--- config.mk ---
export PLATFORM = sky130hd
export DESIGN_NAME = particle_frame_deframer
export DESIGN_NICKNAME = d
export VERILOG_FILES = /design/src/rtl/core/pfd_pkg.sv /design/src/rtl/core/pfd_front.sv /design/src/rtl/core/pfd_queue.sv /design/src/rtl/core/pfd_back.sv /design/src/rtl/core/particle_frame_deframer.sv
export VERILOG_INCLUDE_DIRS = /design/src /design/src/rtl/core
export SDC_FILE = /design/constraint.sdc
export NUM_CORES = 1
export LEC_CHECK = 0
export ABC_AREA = 1
export BUFFER_PORTS_ARGS = -buffer_cell sky130_fd_sc_hd__clkbuf_2
export CAP_MARGIN = 15
export CORE_MARGIN = 2
export CORE_UTILIZATION = 40
export CTS_BUF_LIST = sky130_fd_sc_hd__clkbuf_16
export CTS_CLUSTER_SIZE = 24
export DETAILED_ROUTE_END_ITERATION = 10
export SETUP_SLACK_MARGIN = 0.02
export SYNTH_ARGS = -nofsm -noshare
export SYNTH_HDL_FRONTEND = slang
export SYNTH_HIERARCHICAL = 1
export SYNTH_SLANG_ARGS = --single-unit
export TNS_END_PERCENT = 30
--- constraint.sdc ---
create_clock -name i_clk -period 10.6 [get_ports i_clk]
set_input_delay 0 -clock i_clk [delete_from_list [all_inputs] [get_ports i_clk]]
set_output_delay 0 -clock i_clk [all_outputs]
set_load 0.01 [all_outputs]
--- src/rtl/core/particle_frame_deframer_defines.svh ---
// ----------------------------------------------------------------------------
// particle_frame_deframer_defines
// assertion macros used by the deframer queue
// ----------------------------------------------------------------------------
`ifndef PARTICLE_FRAME_DEFRAMER_DEFINES_SVH
`define PARTICLE_FRAME_DEFRAMER_DEFINES_SVH

`ifndef SYNTH
// clocked check, held off while reset is low
`define PFD_ASSERT(lbl, clk, rst_n, prop, msg) \
    lbl: assert property (@(posedge clk) disable iff (!rst_n) prop) else $error(msg);
// clocked check that also holds during reset
`define PFD_ASSERT_ALWAYS(lbl, clk, prop, msg) \
    lbl: assert property (@(posedge clk) prop) else $error(msg);
`else
`define PFD_ASSERT(lbl, clk, rst_n, prop, msg)
`define PFD_ASSERT_ALWAYS(lbl, clk, prop, msg)
`endif

`endif

--- src/rtl/core/pfd_pkg.sv ---
// ----------------------------------------------------------------------------
// pfd_pkg
// types and constants of the particle frame deframer
// ----------------------------------------------------------------------------
`default_nettype none

package pfd_pkg;

    // frame geometry
    localparam int RECORDS    = 1024;
    localparam int REC_END_I  = 8 + 8 * RECORDS;
    localparam int LAST_I     = REC_END_I + 3;
    localparam int POS_W      = $clog2(LAST_I + 1);

    localparam logic [POS_W-1:0] POS_CHAN_LAST = POS_W'(7);
    localparam logic [POS_W-1:0] POS_REC_FIRST = POS_W'(8);
    localparam logic [POS_W-1:0] POS_REC_END   = POS_W'(REC_END_I);
    localparam logic [POS_W-1:0] POS_LAST      = POS_W'(LAST_I);

    // stream constants
    localparam logic [7:0]  PARTICLE_MODE = 8'h05;
    localparam logic [31:0] HEADER_WORD   = 32'h0000_AAB3;
    localparam logic [31:0] TRAILER_WORD  = 32'h0000_CCD3;

    // queue between front and back
    localparam int QDEPTH  = 4;
    localparam int QPTR_W  = $clog2(QDEPTH);
    localparam int QCNT_W  = $clog2(QDEPTH + 1);

    typedef enum logic [1:0] {
        KIND_CHANNEL = 2'd0,
        KIND_RECORD  = 2'd1,
        KIND_VERDICT = 2'd2
    } t_kind;

    typedef struct packed {
        t_kind       kind;
        logic [63:0] data;
        logic [9:0]  idx;
        logic        good;
    } t_entry;

    typedef struct packed {
        logic full;
        logic empty;
    } t_q_status;

endpackage

`default_nettype wire

--- src/rtl/core/pfd_front.sv ---
// ----------------------------------------------------------------------------
// pfd_front
// takes stream bytes, hunts headers, tracks the frame and queues results
// ----------------------------------------------------------------------------
`default_nettype none

module pfd_front
    import pfd_pkg::*;
(
    input  wire logic        i_clk,
    input  wire logic        i_rst_n,
    input  wire logic        i_cfg_valid,
    input  wire logic [7:0]  i_transfer_mode,
    input  wire logic        i_in_valid,
    input  wire logic [7:0]  i_rx_byte,
    input  wire t_q_status   i_q_status,
    output logic             o_in_stall,
    output logic             o_push,
    output t_entry           o_entry
);

    logic [7:0]       r_mode;
    logic             r_in_frame, n_in_frame;
    logic [31:0]      r_window, n_window;
    logic [POS_W-1:0] r_pos, n_pos;
    logic [63:0]      r_asm, n_asm;

    logic             accept;
    logic [POS_W-1:0] off;
    logic [POS_W+9:0] rec_wide;

    assign o_in_stall = i_q_status.full;
    assign accept     = i_in_valid && !i_q_status.full;
    assign off        = r_pos - POS_REC_FIRST;
    assign rec_wide   = {10'd0, off} >> 3;

    // mode register, to be written only while idle; the block itself does not enforce this
    always_ff @(posedge i_clk) begin
        if (!i_rst_n) begin
            r_mode <= 8'd0;
        end else if (i_cfg_valid) begin
            r_mode <= i_transfer_mode;
        end
    end

    // parser next state and result classification
    always_comb begin
        n_in_frame = r_in_frame;
        n_window   = r_window;
        n_pos      = r_pos;
        n_asm      = r_asm;
        o_push     = 1'b0;
        o_entry    = '0;
        if (accept) begin
            if (r_mode != PARTICLE_MODE) begin
                n_in_frame = 1'b0;
                n_window   = '0;
                n_pos      = '0;
                n_asm      = '0;
            end else begin
                n_window = {r_window[23:0], i_rx_byte};
                if (!r_in_frame) begin
                    if (n_window == HEADER_WORD) begin
                        n_in_frame = 1'b1;
                        n_pos      = '0;
                        n_asm      = '0;
                    end
                end else begin
                    n_asm = {r_asm[55:0], i_rx_byte};
                    n_pos = r_pos + 1'b1;
                    if (r_pos == POS_CHAN_LAST) begin
                        o_push       = 1'b1;
                        o_entry.kind = KIND_CHANNEL;
                        o_entry.data = n_asm;
                    end else if (r_pos >= POS_REC_FIRST && r_pos < POS_REC_END) begin
                        if (off[2:0] == 3'b111) begin
                            o_push       = 1'b1;
                            o_entry.kind = KIND_RECORD;
                            o_entry.data = n_asm;
                            o_entry.idx  = rec_wide[9:0];
                        end
                    end else if (r_pos >= POS_LAST) begin
                        // trailer done: verdict and back to hunting
                        o_push       = 1'b1;
                        o_entry.kind = KIND_VERDICT;
                        o_entry.good = (n_window == TRAILER_WORD);
                        n_in_frame   = 1'b0;
                        n_window     = '0;
                        n_pos        = '0;
                        n_asm        = '0;
                    end
                end
            end
        end
    end

    // parser registers
    always_ff @(posedge i_clk) begin
        if (!i_rst_n) begin
            r_in_frame <= 1'b0;
            r_window   <= '0;
            r_pos      <= '0;
            r_asm      <= '0;
        end else begin
            r_in_frame <= n_in_frame;
            r_window   <= n_window;
            r_pos      <= n_pos;
            r_asm      <= n_asm;
        end
    end

endmodule

`default_nettype wire

--- src/rtl/core/pfd_queue.sv ---
// ----------------------------------------------------------------------------
// pfd_queue
// short result queue between the front and the back
// ----------------------------------------------------------------------------
`default_nettype none

`include "particle_frame_deframer_defines.svh"

module pfd_queue
    import pfd_pkg::*;
(
    input  wire logic   i_clk,
    input  wire logic   i_rst_n,
    input  wire logic   i_push,
    input  wire t_entry i_wr_entry,
    input  wire logic   i_pop,
    output t_entry      o_rd_entry,
    output t_q_status   o_status
);

    t_entry            r_mem [QDEPTH];
    logic [QPTR_W-1:0] r_wr_ptr, r_rd_ptr;
    logic [QCNT_W-1:0] r_count;

    assign o_status.full  = (r_count == QCNT_W'(QDEPTH));
    assign o_status.empty = (r_count == '0);
    assign o_rd_entry     = r_mem[r_rd_ptr];

    // entry storage
    always_ff @(posedge i_clk) begin
        if (i_push) begin
            r_mem[r_wr_ptr] <= i_wr_entry;
        end
    end

    // pointers and fill level
    always_ff @(posedge i_clk) begin
        if (!i_rst_n) begin
            r_wr_ptr <= '0;
            r_rd_ptr <= '0;
            r_count  <= '0;
        end else begin
            if (i_push) begin
                r_wr_ptr <= (r_wr_ptr == QPTR_W'(QDEPTH - 1)) ? '0 : r_wr_ptr + 1'b1;
            end
            if (i_pop) begin
                r_rd_ptr <= (r_rd_ptr == QPTR_W'(QDEPTH - 1)) ? '0 : r_rd_ptr + 1'b1;
            end
            if (i_push && !i_pop) begin
                r_count <= r_count + 1'b1;
            end else if (i_pop && !i_push) begin
                r_count <= r_count - 1'b1;
            end
        end
    end

    // queue sanity
    `PFD_ASSERT(a_no_overflow, i_clk, i_rst_n, !(i_push && o_status.full), "push into full queue")
    `PFD_ASSERT(a_no_underflow, i_clk, i_rst_n, !(i_pop && o_status.empty), "pop from empty queue")
    `PFD_ASSERT(a_count_range, i_clk, i_rst_n, r_count <= QCNT_W'(QDEPTH), "queue level out of range")
    `PFD_ASSERT(a_pop_drains, i_clk, i_rst_n, (i_pop && !i_push) |=> (r_count == $past(r_count) - 1'b1), "level not lowered by pop")

endmodule

`default_nettype wire

--- src/rtl/core/pfd_back.sv ---
// ----------------------------------------------------------------------------
// pfd_back
// drains the queue and formats result requests into the output register
// ----------------------------------------------------------------------------
`default_nettype none

module pfd_back
    import pfd_pkg::*;
(
    input  wire logic      i_clk,
    input  wire logic      i_rst_n,
    input  wire t_entry    i_entry,
    input  wire t_q_status i_q_status,
    output logic           o_pop,
    input  wire logic      i_out_stall,
    output logic           o_out_valid,
    output logic [1:0]     o_result_kind,
    output logic [63:0]    o_channel_word,
    output logic [47:0]    o_event_time,
    output logic [15:0]    o_energy,
    output logic [9:0]     o_record_index,
    output logic           o_frame_good
);

    logic        r_valid;
    logic [1:0]  r_kind;
    logic [63:0] r_chan;
    logic [47:0] r_time;
    logic [15:0] r_energy;
    logic [9:0]  r_idx;
    logic        r_good;

    assign o_pop = !i_q_status.empty && (!r_valid || !i_out_stall);

    // output valid
    always_ff @(posedge i_clk) begin
        if (!i_rst_n) begin
            r_valid <= 1'b0;
        end else if (o_pop) begin
            r_valid <= 1'b1;
        end else if (!i_out_stall) begin
            r_valid <= 1'b0;
        end
    end

    // output payload, unused fields read zero
    always_ff @(posedge i_clk) begin
        if (o_pop) begin
            r_kind   <= i_entry.kind;
            r_chan   <= (i_entry.kind == KIND_CHANNEL) ? i_entry.data : 64'd0;
            r_time   <= (i_entry.kind == KIND_RECORD) ? i_entry.data[63:16] : 48'd0;
            r_energy <= (i_entry.kind == KIND_RECORD) ? i_entry.data[15:0] : 16'd0;
            r_idx    <= (i_entry.kind == KIND_RECORD) ? i_entry.idx : 10'd0;
            r_good   <= (i_entry.kind == KIND_VERDICT) ? i_entry.good : 1'b0;
        end
    end

    assign o_out_valid    = r_valid;
    assign o_result_kind  = r_kind;
    assign o_channel_word = r_chan;
    assign o_event_time   = r_time;
    assign o_energy       = r_energy;
    assign o_record_index = r_idx;
    assign o_frame_good   = r_good;

endmodule

`default_nettype wire

--- src/rtl/core/particle_frame_deframer.sv ---
// ----------------------------------------------------------------------------
// particle_frame_deframer
// byte-serial deframer for the detector particle stream
// ----------------------------------------------------------------------------
// channel  direction  handshake          payload
// input    in         i_in_valid/o_in_stall   i_rx_byte
// config   in         i_cfg_valid/o_cfg_ready i_transfer_mode
// output   out        o_out_valid/i_out_stall o_result_kind .. o_frame_good
//
// one byte is taken every cycle unless the queue is full; the parser
// state updates in a single step; a result is written into the queue when
// its last byte is taken and reaches the output register once it is free
// a four-entry queue separates the parser from the output register, so the
// input stalls only once the queue is full under a stalled output
// reset is synchronous, active low, and clears parser, queue and mode
// ----------------------------------------------------------------------------
`default_nettype none

module particle_frame_deframer
    import pfd_pkg::*;
(
    input  wire logic        i_clk,
    input  wire logic        i_rst_n,
    input  wire logic        i_in_valid,
    output logic             o_in_stall,
    input  wire logic [7:0]  i_rx_byte,
    input  wire logic        i_cfg_valid,
    output logic             o_cfg_ready,
    input  wire logic [7:0]  i_transfer_mode,
    output logic             o_out_valid,
    input  wire logic        i_out_stall,
    output logic [1:0]       o_result_kind,
    output logic [63:0]      o_channel_word,
    output logic [47:0]      o_event_time,
    output logic [15:0]      o_energy,
    output logic [9:0]       o_record_index,
    output logic             o_frame_good
);

    t_q_status q_status;
    t_entry    wr_entry, rd_entry;
    logic      push, pop;

    assign o_cfg_ready = 1'b1;

    // front: header hunt and frame tracking
    pfd_front u_front (
        .i_clk           (i_clk),
        .i_rst_n         (i_rst_n),
        .i_cfg_valid     (i_cfg_valid),
        .i_transfer_mode (i_transfer_mode),
        .i_in_valid      (i_in_valid),
        .i_rx_byte       (i_rx_byte),
        .i_q_status      (q_status),
        .o_in_stall      (o_in_stall),
        .o_push          (push),
        .o_entry         (wr_entry)
    );

    // result queue
    pfd_queue u_queue (
        .i_clk      (i_clk),
        .i_rst_n    (i_rst_n),
        .i_push     (push),
        .i_wr_entry (wr_entry),
        .i_pop      (pop),
        .o_rd_entry (rd_entry),
        .o_status   (q_status)
    );

    // back: result formatting and output register
    pfd_back u_back (
        .i_clk          (i_clk),
        .i_rst_n        (i_rst_n),
        .i_entry        (rd_entry),
        .i_q_status     (q_status),
        .o_pop          (pop),
        .i_out_stall    (i_out_stall),
        .o_out_valid    (o_out_valid),
        .o_result_kind  (o_result_kind),
        .o_channel_word (o_channel_word),
        .o_event_time   (o_event_time),
        .o_energy       (o_energy),
        .o_record_index (o_record_index),
        .o_frame_good   (o_frame_good)
    );

endmodule

`default_nettype wire
# After elaboration in Yosys (flattened, before gate mapping)
# Memories as Yosys holds them, arrays and structs flattened. A register that Yosys moved wholly into a read port is not among the register bits.
# Cells that the tools add are included.
# Widths: inputs -> output; s select.
[totals]
elab_cells = 104
reg_bits = 252
latchBits = 0
romBits = 0
ramBits = 308
output_inout_bits = 144
mem_count = 1
input_bits = 21
[mem_list]
columns = ["memory", "words", "word_bits", "read_ports", "rd_clocked_by_memory_dff", "write_ports", "line_no", "source"]
rows = [
  ["u_queue.r_mem", 4, 77, 1, 1, 1, "pfd_queue.sv:21", "t_entry r_mem [QDEPTH];"],
]
[classes]
multipliers = 0
magnitude_cmp = 3
bitwise = 0
reduce_logical = 17
mux = 51
div_mod_pow = 0
n_addsub = 6
n_shift = 0
n_eq_ne = 11
[ops]
columns = ["op", "n"]
rows = [
  ["$mux 56", 6],
  ["$mux 77", 3],
  ["$mux 24", 5],
  ["$mux 14", 6],
  ["$mux 75", 1],
  ["$mux 74", 1],
  ["$mux 66", 1],
  ["$eq 32x16->1 const B", 2],
  ["$mux 1", 19],
  ["$add 14x1->14 const B", 1],
  ["$eq 14x3->1 const B", 1],
  ["$ge 14x14->1 const B", 1],
  ["$ge 14x4->1 const B", 1],
  ["$lt 14x14->1 const B", 1],
  ["$sub 13x4->13 const B", 1],
  ["$mux 2", 6],
  ["$mux 11", 1],
  ["$ne 8x3->1 const B", 1],
  ["$eq 2x2->1 const B", 3],
  ["$eq 3x3->1 const B", 2],
  ["$logic_not 1->1", 6],
  ["$mux 3", 2],
  ["$logic_and 1x1->1", 5],
  ["$add 2x1->2 const B", 2],
  ["other kinds (10)", 10],
]

# Depth between registers and ports, before layout
# Gate-level depths: netlist of run 1.
[depth]
depth_word = 12
depth_mapped = 20
ltp_nobuf = 19

# Hierarchy
# The synthesis of run 1 kept the hierarchy.
[modules_own_cells]
columns = ["mod", "area_per_inst_um2", "cells_per_inst", "instances", "seq_area_each_um2"]
rows = [
  ["pfd_queue", 11867.6, 803, 1, 9429.0],
  ["pfd_back", 5750.5, 378, 1, 4254.1],
  ["pfd_front", 5301.3, 804, 1, 2062.0],
  ["particle_frame_deframer", 11.3, 2, 1, 0.0],
]

# Worst setup path after synthesis of run 1
# Ideal clock, no wire load.
[synth_path]
path_kind = "register to register"
startpoint = "register u_queue.r_count[0]"
endpoint = "register u_queue.r_count[1]"
path_stages_with_launch = 9
n_path_buf = 0
t_required_ns = 10.484
arrival_time_ns = 9.360
setup_slack_ns = 1.124
setup_ns = 0.116
period_less_slack_ns = 9.476
cell_sequence = "dfxtp_1 > nor3_1 > a21oi_1 > inv_1 > ha_1 > inv_1 > fa_1 > o21ai_0 > nor2_1"
[synth_lines]
columns = ["item", "line_no", "source"]
rows = [
  ["start: declaration", "pfd_queue.sv:23", "logic [QCNT_W-1:0] r_count;"],
  ["start signal: assignment", "pfd_queue.sv:50", "r_count <= r_count + 1'b1;"],
  ["start signal: assignment", "pfd_queue.sv:52", "r_count <= r_count - 1'b1;"],
]

==> reports/qor.txt, run 1 <==
Endpoints failing setup = 0
Critical path type = reg2reg
Clock buffer depth = 3
Placed Area = 24100 um^2
Vias in the first global route = 14.6k
Crit-path max FO = 154
Clk pwr share = 31.4%
Sequential area share after synthesis = 68.7%
Hold Vio Cnt, Final = 0
CP Cell Sequence = inv_6 > o21ai_0 > o22ai_1 > nand2_8 > buf_4 > nor2_1
Die Ht = 243 um
Comb pwr share = 21.3%
Internal = 4.25 mW
GPL Wtd Cong = 0.793
GR peak layer = met2
Power density cells = 235 nW/um^2
Fmax = 0.250 GHz
Hold/Removal Path Class = in2reg
Seq cells post-synth = 562
Placed cells = 2810
Number of flops mapped to enable cells by yosys = 449
Post-Synthesis Cells = 1987
Synth Area per Inst = 11.5 um^2
Status = completed
Non-filler cells, final = 2954
Die ar. = 59300 um^2
# DRC = 0
Root Driver = clkbuf_16
Psw = 1.91 mW
Final wirelength = 50900 um
Area contributors post-synth = edfxtp_1 59%, dfxtp_1 9.9%, nor2_1 6.0%
Pre-CTS setup slack = 6.64 ns
Filler cells = 5083
Net Sw Frac = 31.0%
Detailed placer's ending HPWL = 30100 um
Area Overhead vs Synth = 14.4%
Met3 GRT Util = 3.29%
Post-route setup slack = 6.60 ns
Hold Worst Slack = 0.260 ns
First-pass GRT wire length = 79800 um
Met2 Use GR = 28.3%
Worst vdd ir = 0.000132 V
Worst-path clk slew = 0.06 ns
Initial antenna violation count = 0
Final TNS setup = 0 ns
Layout Skew = 0.0206 ns
Pwr Total = 6.16 mW
Lkg Pwr = 9.14 nW
Crit path DAT = 4.31 ns
Final instance area = 26200 um^2
Antenna Nets Post-Route = 0
Critical Path Sink Type = flop
Core Footprint = 56500 um^2
Unrepaired setup endpoints after global routing = false
Critical-path cell with the highest stage delay = dfxtp_4
Antenna diode count = 0
CTS Buf Count = 58
MaxCap Viol Count = 0
Nets = 2183
Initial DRC Count = 1152
Global Route Usage Sum = 17.0%
Sum of buffers and inverters on the critical path = 2
Num ports = 165
Main synth FF type = edfxtp_1
CTS tree = done
CP max stage delay = 0.94 ns
Final worst path period need = 4.00 ns
Die Wd = 243 um
Later-pin clock latency in the skew report = 0.60 ns
Top-area cell type share of the netlist area = 58.8%
Vias per cell = 4.99
Post-synth ARST share = 0%
Seq pwr share = 47.3%
Syn. warnings = 6
Clk sinks = 562
H-tree depth = 2
Area leader, netlist = edfxtp_1
Slew headroom = 26.6%
Worst slew pin tran = 1.10 ns
Initial Util = 40.6%
Worst EP required = 10.92 ns
Port bufs = 163
Post-layout util = 46.4%
Final Slew Violations = 0
Mapped Area = 22900 um^2
Largest net degree at the start of global routing = 155
Num rows = 87
Top-count cell post-synth = edfxtp_1
DR vias = 14.7k
Drt wl/cell = 17.2 um
Post-synth top cells = 449 x edfxtp_1, 367 x nor2_1, 260 x nand2_1
Crit share post-route = 37.7%
Post-synthesis cell type count = 39
Overflow after GRT = 0
Ratio of cells with drive above 1 in the final layout = 17.7%
Met1 Use GR = 22.2%
CP delay by family, top = buffers and inverters
Crit path launch type = flop
Drt first pass iters = 5
Syn nets = 2020
-- path summary, 6_finish.rpt --
check             slack (ns)                       end                 start  cells after the start
setup / recovery        6.60  u_back/o_record_index[3]                  flop                      6
hold / removal          0.26         u_front/r_mode[0]           i_cfg_valid                      4
setup reg to reg        6.60  u_back/o_record_index[3]                  flop                      6
hold reg to reg         0.46      u_front/r_window[17]  u_front/r_window[17]                      2
-- placed cells by master (no fill, tap or decap), types with 7 or more instances in the layout --
cell and count:
o22ai_1 77, nand2_1 260, dfxtp_1 111, ha_1 11, clkbuf_2 163, nor3_1 15
nand3_1 44, inv_1 149, nand4_1 10, clkinv_1 16, buf_4 17, nor2_1 367
a21oi_2 20, nand2_2 25, a21oi_1 75, xor2_1 7, dlygate4sd3_1 36, nor2_4 62
clkbuf_16 59, clkinv_2 14, o21ai_0 168, edfxtp_1 449
-- cell families (layout without fill, tap and decap cells) --
logic type      after synthesis  after routing  share of synthesized area [%]
simple gates                794            794                           15.9
buf+inv                     260            471                           5.96
xor+xnor                      7              7                          0.267
compound gates              351            351                           8.51
other cells                   1              1                         0.0164
flops                       562            562                           68.7
fa+ha+maj                    12             12                          0.688
-- power by group through the flow --
| stage | sequential, mW | clock (mW) | combinational, mW |
|---|---|---|---|
| after detailed placement | 2.97 | 0 | 1.32 |
| final | 2.91 | 1.93 | 1.31 |
| after global placement | 2.96 | 0 | 1.31 |
| after global routing | 2.95 | 2.06 | 1.44 |
| after floorplan | 3.14 | 0 | 0.757 |
| after CTS | 2.92 | 1.98 | 1.34 |
-- state kept, by name (all words and copies together), names as in the netlist, 3 cells and up, named ones only --
register,cells
u_front/r_asm,56
u_back/o_channel_word,64
u_front/r_window,24
u_back/o_event_time,48
u_back/o_record_index,10
u_queue/r_mem,308
u_queue/r_count,3
u_back/o_energy,16
u_front/r_pos,14
u_front/r_mode,8
-- layer usage --
metal / vias up / routed length [um]
li1: 7089 / -
met1: 7190 / 22000
met2: 386 / 24700
met3: 80 / 2850
met4: 0 / 1330
met5: - / 0
-- final cells by class --
class	count	area, um^2	area share [%]
flip-flops and latches	562	15800	60.0
multi-input cells	1165	5850	22.3
clock buffers	59	1480	5.63
repair buffers	217	1320	5.05
well taps	756	946	3.61
inverters	146	559	2.13
clock inverters	49	328	1.25
-- tightest hold or removal path: cells and delay by family --
kind | cells | cell delay [ns]
AO/OA/AOI/OAI | 1 | 0.09
AND/OR/NAND/NOR | 1 | 0.08
buffers and inverters | 2 | 0.67
-- repair_timing --
action	in CTS	in global routing
gates resized for setup	0	0
hold endpoints to repair	83	0
setup buffers	0	0
hold buffers	36	0
(Power assumes the default switching activity.)
==> inputs of run 2 (changes only) <==
- clock period: 10.6 -> 3.7 ns (I/O delays scaled with it)
==> run 2 against run 1 <==
Effect of this change:
- count of clock-buffer cells in the layout rose by 1
- register-to-register slack lost 5.9 ns
- final area grew 1.2%
- core utilization increased by 0.54 points
- critical path depth rose by 4
- power grew to 2.9 times the previous value
- non-clock buffer count up 7
- final cell count is 0.27% higher
- maximum frequency rose by 34%
- setup slack worse by 5.9 ns
- die area stayed put
- sequential share of layout area is 0.66 points lower
- largest power group unchanged
==> reports/qor.txt, run 2 (same netlist as run 1, synthesis figures left out) <==
Reg2Reg Depth = 10 (+4)
GPL Wtd Cong = 0.789 (-0.54%)
Clk sinks = 562 (unchanged)
Commonest non-fill, non-tap cell in the layout = edfxtp_1
Detailed placer's ending HPWL = 29400 um (-2.3%)
Biggest register = u_queue/r_mem
Initial antenna violation count = 0 (unchanged)
Clock buffer depth = 3 (unchanged)
Final Slew Violations = 0 (unchanged)
Worst EP required = 4.03 ns (-6.89 ns)
Comb pwr share = 21.8% (+0.5 points)
Seq pwr share = 46.2% (-1.1 points)
Register area = 15800 um^2 (about the same)
Die Ht = 243 um (unchanged)
Worst slew pin tran = 1.03 ns (-0.0716 ns)
Fmax = 0.334 GHz (+34%)
Critical path type = reg2reg
Overflow after GRT = 0 (unchanged)
Drt wl/cell = 16.9 um (-1.6%)
Setup Fix Bufs, Post-CTS = 0 (unchanged)
H-tree depth = 2 (unchanged)
CP Cell Sequence = inv_1 > nor3_1 > nor2_4 > inv_2 > nor3_4 > nand2_1 > inv_1 > nand2_1 > clkinv_2 > buf_12
DR vias = 14.6k (-1.1%)
Global Route Usage Sum = 16.9% (-0.098 points)
Largest register FFs = 308 (unchanged)
Crit path DAT = 3.33 ns (-0.98 ns)
Final wirelength = 50200 um (-1.4%)
# DRC = 0 (unchanged)
Critical-path cell with the highest stage delay = clkinv_2
Crit share post-route = 80.8% (+43 points)
Unrepaired setup endpoints after global routing = false
Initial Util = 40.6% (unchanged)
Vias per cell = 4.92 (-1.4%)
Pre-CTS setup slack = 0.677 ns (-5.96 ns)
Clk pwr share = 32.0% (+0.6 points)
Psw = 5.47 mW (+190%)
Final worst path period need = 2.99 ns (-1.01 ns)
CTS tree = done
Endpoints failing setup = 0 (unchanged)
Ratio of cells with drive above 1 in the final layout = 18.3% (+0.57 points)
Port bufs = 163 (unchanged)
Hold Path End = u_front/r_mode[6]
CP delay by family, top = buffers and inverters
Vias in the first global route = 14.5k (-1.3%)
Num ports = 165 (unchanged)
CTS Buf Count = 59 (+1.7%)
Later-pin clock latency in the skew report = 0.62 ns (+0.02 ns)
CP max stage delay = 0.51 ns (-0.43 ns)
Min-delay src = i_cfg_valid
Area Overhead vs Synth = 15.7%
Placed cells = 2817 (+0.25%)
Hold Vio Cnt, Final = 0 (unchanged)
Crit path launch type = flop
Power density cells = 674 nW/um^2 (+190%)
Internal = 12.4 mW (+190%)
Net Sw Frac = 30.6% (-0.43 points)
Antenna diode count = 0 (unchanged)
Slew headroom = 31.4% (+4.8 points)
Core Footprint = 56500 um^2 (unchanged)
Lkg Pwr = 9.26 nW (+1.3%)
Non-filler cells, final = 2962 (+0.27%)
Root Driver = clkbuf_16
Crit-path max FO = 30 (-81%)
First-pass GRT wire length = 79400 um (-0.48%)
Filler cells = 5092 (+0.18%)
Hold Path Depth = 4 (unchanged)
Nets = 2191 (+0.37%)
Initial DRC Count = 1104 (-4.2%)
Num rows = 87 (unchanged)
Hold Worst Slack = 0.283 ns (+0.0232 ns)
R2R Setup Slk = 0.71 ns (-5.89 ns)
MaxCap Viol Count = 0 (unchanged)
Drt first pass iters = 5 (unchanged)
Final instance area = 26500 um^2 (+1.2%)
Worst vdd ir = 0.000649 V (+390%)
Status = completed
Die ar. = 59300 um^2 (unchanged)
Placed Area = 24300 um^2 (+0.88%)
Capture point of the worst reg-to-reg path = u_queue/r_mem[3][72]
Hold/Removal Path Class = in2reg
Die Wd = 243 um (unchanged)
Largest net degree at the start of global routing = 143 (-7.7%)
Most frequent cells in the layout = 449 x edfxtp_1, 367 x nor2_1, 260 x nand2_1, 167 x o21ai_0, 163 x clkbuf_2
Multi-input gate area = 5870 um^2 (+0.24%)
Post-route setup slack = 0.709 ns (-5.89 ns)
Sum of buffers and inverters on the critical path = 5 (+3)
Worst r2r src = u_queue/r_count[2]
Critical Path Sink Type = flop
Worst-path clk slew = 0.05 ns (about the same)
PostCTS Resize Cnt = 0 (unchanged)
Antenna Nets Post-Route = 0 (unchanged)
Layout Skew = 0.0297 ns (+0.00906 ns)
-- run 2: cell count changes in the layout (fill, tap and decap cells not counted), sizes merged --
cell,before,now
buf,18,25
clkinv,32,28
bufinv,4,6
clkbuf,222,223
clkinvlp,2,3
inv,157,158
-- run 2: routing by layer --
layer  up-vias  GRT usage [%]  wire (um)
met4         0           5.32       1180
met3        70           2.68       2480
met1      7051           22.3      22200
met2       346           28.5      24300
li1       7117              -          -
met5         -              0          0
-- run 2: power by group through the flow --
stage | logic (mW) | registers [mW] | clock network (mW)
final | 3.90 | 8.27 | 5.73
after global routing | 4.29 | 8.35 | 6.13
after CTS | 3.99 | 8.29 | 5.87
after detailed placement | 3.95 | 8.42 | 0
after global placement | 3.89 | 8.39 | 0
after floorplan | 2.18 | 8.82 | 0
-- run 2: worst max-delay path by stage --
stage,end,cells past startpoint,from
after floorplan,u_queue/r_count[1],8,u_queue/r_count[0]
after global placement,u_queue/r_mem[3][43],10,u_queue/r_count[2]
after detailed placement,u_queue/r_mem[3][43],10,u_queue/r_count[2]
after CTS,u_queue/r_mem[3][72],10,u_queue/r_count[2]
after global routing,u_queue/r_mem[3][72],10,u_queue/r_count[2]
final,u_queue/r_mem[3][72],10,u_queue/r_count[2]
-- run 2: area by class of cell --
| cell class | instances | area share (%) |
|---|---|---|
| Clock buffer | 60 | 5.66 |
| Clock inverter | 49 | 1.49 |
| Inverter | 146 | 2.11 |
| Multi-Input combinational cell | 1165 | 22.1 |
| Sequential cell | 562 | 59.4 |
| Tap cell | 756 | 3.56 |
| Timing Repair Buffer | 224 | 5.70 |
-- run 2: worst reg2reg max path, stage by stage, from the launching register on --
cell      delay, ns
dfxtp_2        0.36
inv_1          0.06
nor3_1         0.33
nor2_4         0.17
inv_2          0.40
nor3_4         0.11
nand2_1        0.13
inv_1          0.11
nand2_1        0.10
clkinv_2       0.52
buf_12         0.42
-- run 2: per-stage QoR --
step | total power, mW | utilization (%) | TNS (ns)
detailed placement | 12.4 | 43.0 | 0
global route | 18.8 | 47.0 | 0
global placement | 12.3 | 43.0 | 0
floorplan | 11.0 | - | -0.940
CTS | 18.2 | 47.0 | 0
finish | 17.9 | 47.0 | 0
-- run 2: what timing repair did --
action                     CTS  global route
hold endpoints to repair    78             0
setup endpoints to repair    0             0
hold buffers                36             0
==> inputs of run 3 (changes only) <==
- ABC_AREA: 1 -> 0
- clock period: 3.7 -> 2.5 ns (I/O delays scaled with it)
==> run 3 against run 2 <==
Effect of this change:
- the run now ends with negative setup slack left
- wire length shrank 13%
- die area shrank 6.7%
- maximum frequency grew 9.6%
- register-to-register slack lost 0.94 ns
==> reports/qor.txt, run 3 <==
Num ports = 165 (unchanged)
Antenna Nets Post-Route = 0 (unchanged)
Post-layout util = 49.7% (+2.8 points)
Critical Path Sink Type = flop
Power density cells = 926 nW/um^2 (+37%)
Syn. warnings = 6 (unchanged)
Antenna diode count = 0 (unchanged)
MaxCap Viol Count = 0 (unchanged)
Critical path type = reg2reg
Clk pwr share = 36.3% (+4.3 points)
Failing checks = negative setup slack
Drt first pass iters = 5 (unchanged)
Sequential area share after synthesis = 73.7% (+5.0 points)
Crit path launch type = flop
Overflow after GRT = 0 (unchanged)
Num rows = 84 (-3.4%)
DR vias = 11.1k (-24%)
Die ar. = 55300 um^2 (-6.7%)
Top-area cell type share of the netlist area = 63.1% (+4.3 points)
Biggest register = u_queue/r_mem
Post-route setup slack = -0.229 ns (-0.938 ns)
Area contributors post-synth = edfxtp_1 63%, dfxtp_1 11%, mux4_2 8.1%
Crit share post-route = 109% (+28 points)
Unrepaired setup endpoints after global routing = true
Comb pwr share = 14.5% (-7.3 points)
Layout Skew = 0.0213 ns (-0.00835 ns)
Status = finished, violations left
First-pass GRT wire length = 66800 um (-16%)
Initial Util = 40.6% (about the same)
Largest register FFs = 308 (unchanged)
Non-filler cells, final = 2202 (-26%)
Final Slew Violations = 0 (unchanged)
Drt wl/cell = 19.8 um (+17%)
Psw = 6.16 mW (+13%)
Ratio of cells with drive above 1 in the final layout = 31.0% (+13 points)
Net Sw Frac = 25.4% (-5.2 points)
Core Footprint = 52700 um^2 (-6.8%)
Synth Area per Inst = 17.9 um^2 (+56%)
Die Ht = 235 um (-3.4%)
Vias in the first global route = 11.5k (-21%)
Root Driver = clkbuf_16
Internal = 18.1 mW (+46%)
Pwr Total = 24.3 mW (+36%)
Vias per cell = 5.05 (+2.6%)
Hold/Removal Path Class = in2reg
Final wirelength = 43600 um (-13%)
Crit path DAT = 3.27 ns (-0.06 ns)
Detailed placer's ending HPWL = 26000 um (-12%)
Area leader, netlist = edfxtp_1
Worst slew pin tran = 0.871 ns (-0.158 ns)
Worst EP required = 3.04 ns (-0.99 ns)
Crit-path max FO = 3 (-90%)
Worst vdd ir = 0.00106 V (+63%)
Top-count cell post-synth = edfxtp_1
Mapped Area = 21400 um^2 (-6.8%)
Nets = 1498 (-32%)
# DRC = 0 (unchanged)
Placed cells = 2042 (-28%)
Syn nets = 1224 (-39%)
Clock buffer depth = 3 (unchanged)
CTS Buf Count = 57 (-3.4%)
Largest net degree at the start of global routing = 144 (+0.70%)
Initial antenna violation count = 0 (unchanged)
Post-synthesis cell type count = 59 (+51%)
H-tree depth = 2 (unchanged)
Main synth FF type = edfxtp_1
Post-Synthesis Cells = 1191 (-40%)
Most frequent cells in the layout = 449 x edfxtp_1, 181 x and2_1, 163 x clkbuf_2, 106 x dfxtp_1, 83 x a22o_1
Area Overhead vs Synth = 22.5%
Port bufs = 163 (unchanged)
Filler cells = 4386 (-14%)
Seq cells post-synth = 562 (unchanged)
Final worst path period need = 2.73 ns (-0.262 ns)
Worst-path clk slew = 0.06 ns (about the same)
Fmax = 0.366 GHz (+9.6%)
Global Route Usage Sum = 15.5% (-1.4 points)
Hold Vio Cnt, Final = 0 (unchanged)
Slew headroom = 41.9% (+11 points)
GPL Wtd Cong = 0.748 (-5.2%)
Initial DRC Count = 758 (-31%)
CTS tree = done
Seq pwr share = 49.1% (+2.9 points)
Number of flops mapped to enable cells by yosys = 449 (unchanged)
Endpoints failing setup = 103 (+103)
Clk sinks = 562 (unchanged)
Commonest non-fill, non-tap cell in the layout = edfxtp_1
Post-synth top cells = 449 x edfxtp_1, 186 x and2_1, 113 x dfxtp_1
Post-synth ARST share = 0% (unchanged)
Lkg Pwr = 8.63 nW (-6.8%)
Later-pin clock latency in the skew report = 0.63 ns (about the same)
Die Wd = 235 um (-3.4%)
## run 3: cell families (layout without fill, tap and decap cells)
| group | count (synthesis) | after routing | share of synthesized area [%] |
|---|---|---|---|
| simple gates | 322 | 322 | 9.36 |
| other cells | 1 | 1 | 0.0175 |
| compound gates | 112 | 112 | 4.38 |
| mux | 91 | 91 | 8.77 |
| xor+xnor | 13 | 13 | 0.533 |
| fa+ha+maj | 12 | 12 | 0.737 |
| buf+inv | 78 | 401 | 2.54 |
| flops | 562 | 562 | 73.7 |
## run 3: worst paths after layout
kind,start,endpoint,slack [ns],cells after the start
worst max-delay path,u_front/r_pos[6],u_queue/r_count[2],-0.23,11
worst min-delay path,i_rx_byte[2],u_front/r_window[2],0.24,3
worst min register to register,u_front/r_asm[51],u_front/r_asm[51],0.47,1
worst max register to register,u_front/r_pos[6],u_queue/r_count[2],-0.23,11
## run 3: critical path, stage by stage, from the launching register on
cell	delay (ns)
dfxtp_2	0.32
or3_4	0.37
and4bb_2	0.34
mux2i_1	0.09
o21a_1	0.20
a21oi_2	0.16
ha_2	0.21
inv_2	0.04
fa_2	0.32
xor2_1	0.15
or3_1	0.32
a21boi_1	0.12
## run 3: timing repair
item                                    in CTS  in global routing
gates cloned                                 3                  9
pin swaps                                   10                  9
hold buffers                                28                  0
resized for setup                           10                  4
endpoints found under the hold margin       75                  0
endpoints found under the setup margin     304                399
setup buffers                               13                  6
## run 3: final cells by class
class	count	area [um^2]	area share (%)
well taps	688	861	3.29
repair buffers	280	2350	8.97
clock inverters	40	319	1.22
multi-input cells	551	5150	19.6
flip-flops and latches	562	15800	60.2
inverters	13	48.8	0.186
clock buffers	68	1700	6.50
## run 3: power groups by stage
stage	Combinational, mW	Sequential [mW]	Clock [mW]
after detailed placement	3.58	12.1	0
after global routing	3.83	12.0	9.40
after global placement	3.57	12.1	0
after CTS	3.63	12.0	9.04
after floorplan	1.63	12.6	0
final	3.53	11.9	8.82
## run 3: metrics by stage
step,hold slack [ns],TNS [ns],setup WS (ns),cell area [um^2]
2_1_floorplan,0.121,-573.79,-1.57,21400
3_3_place_gp,0.237,-0.350,-0.300,23400
3_5_place_dp,0.243,-2.92,-0.379,23400
4_1_cts,0.183,-3.24,-0.294,25900
5_1_grt,0.240,-16.75,-0.316,26200
6_report,0.235,-2.13,-0.229,26200
## run 3: metal layers
layer	up-vias	part of all wire (%)	track usage [%]	routed length, um
met5	-	0	0	0
met1	5701	45	21.4	19700
met2	240	49	25.3	21400
met4	0	1.7	3.93	763
li1	5126	-	-	-
met3	62	4.2	2.95	1840
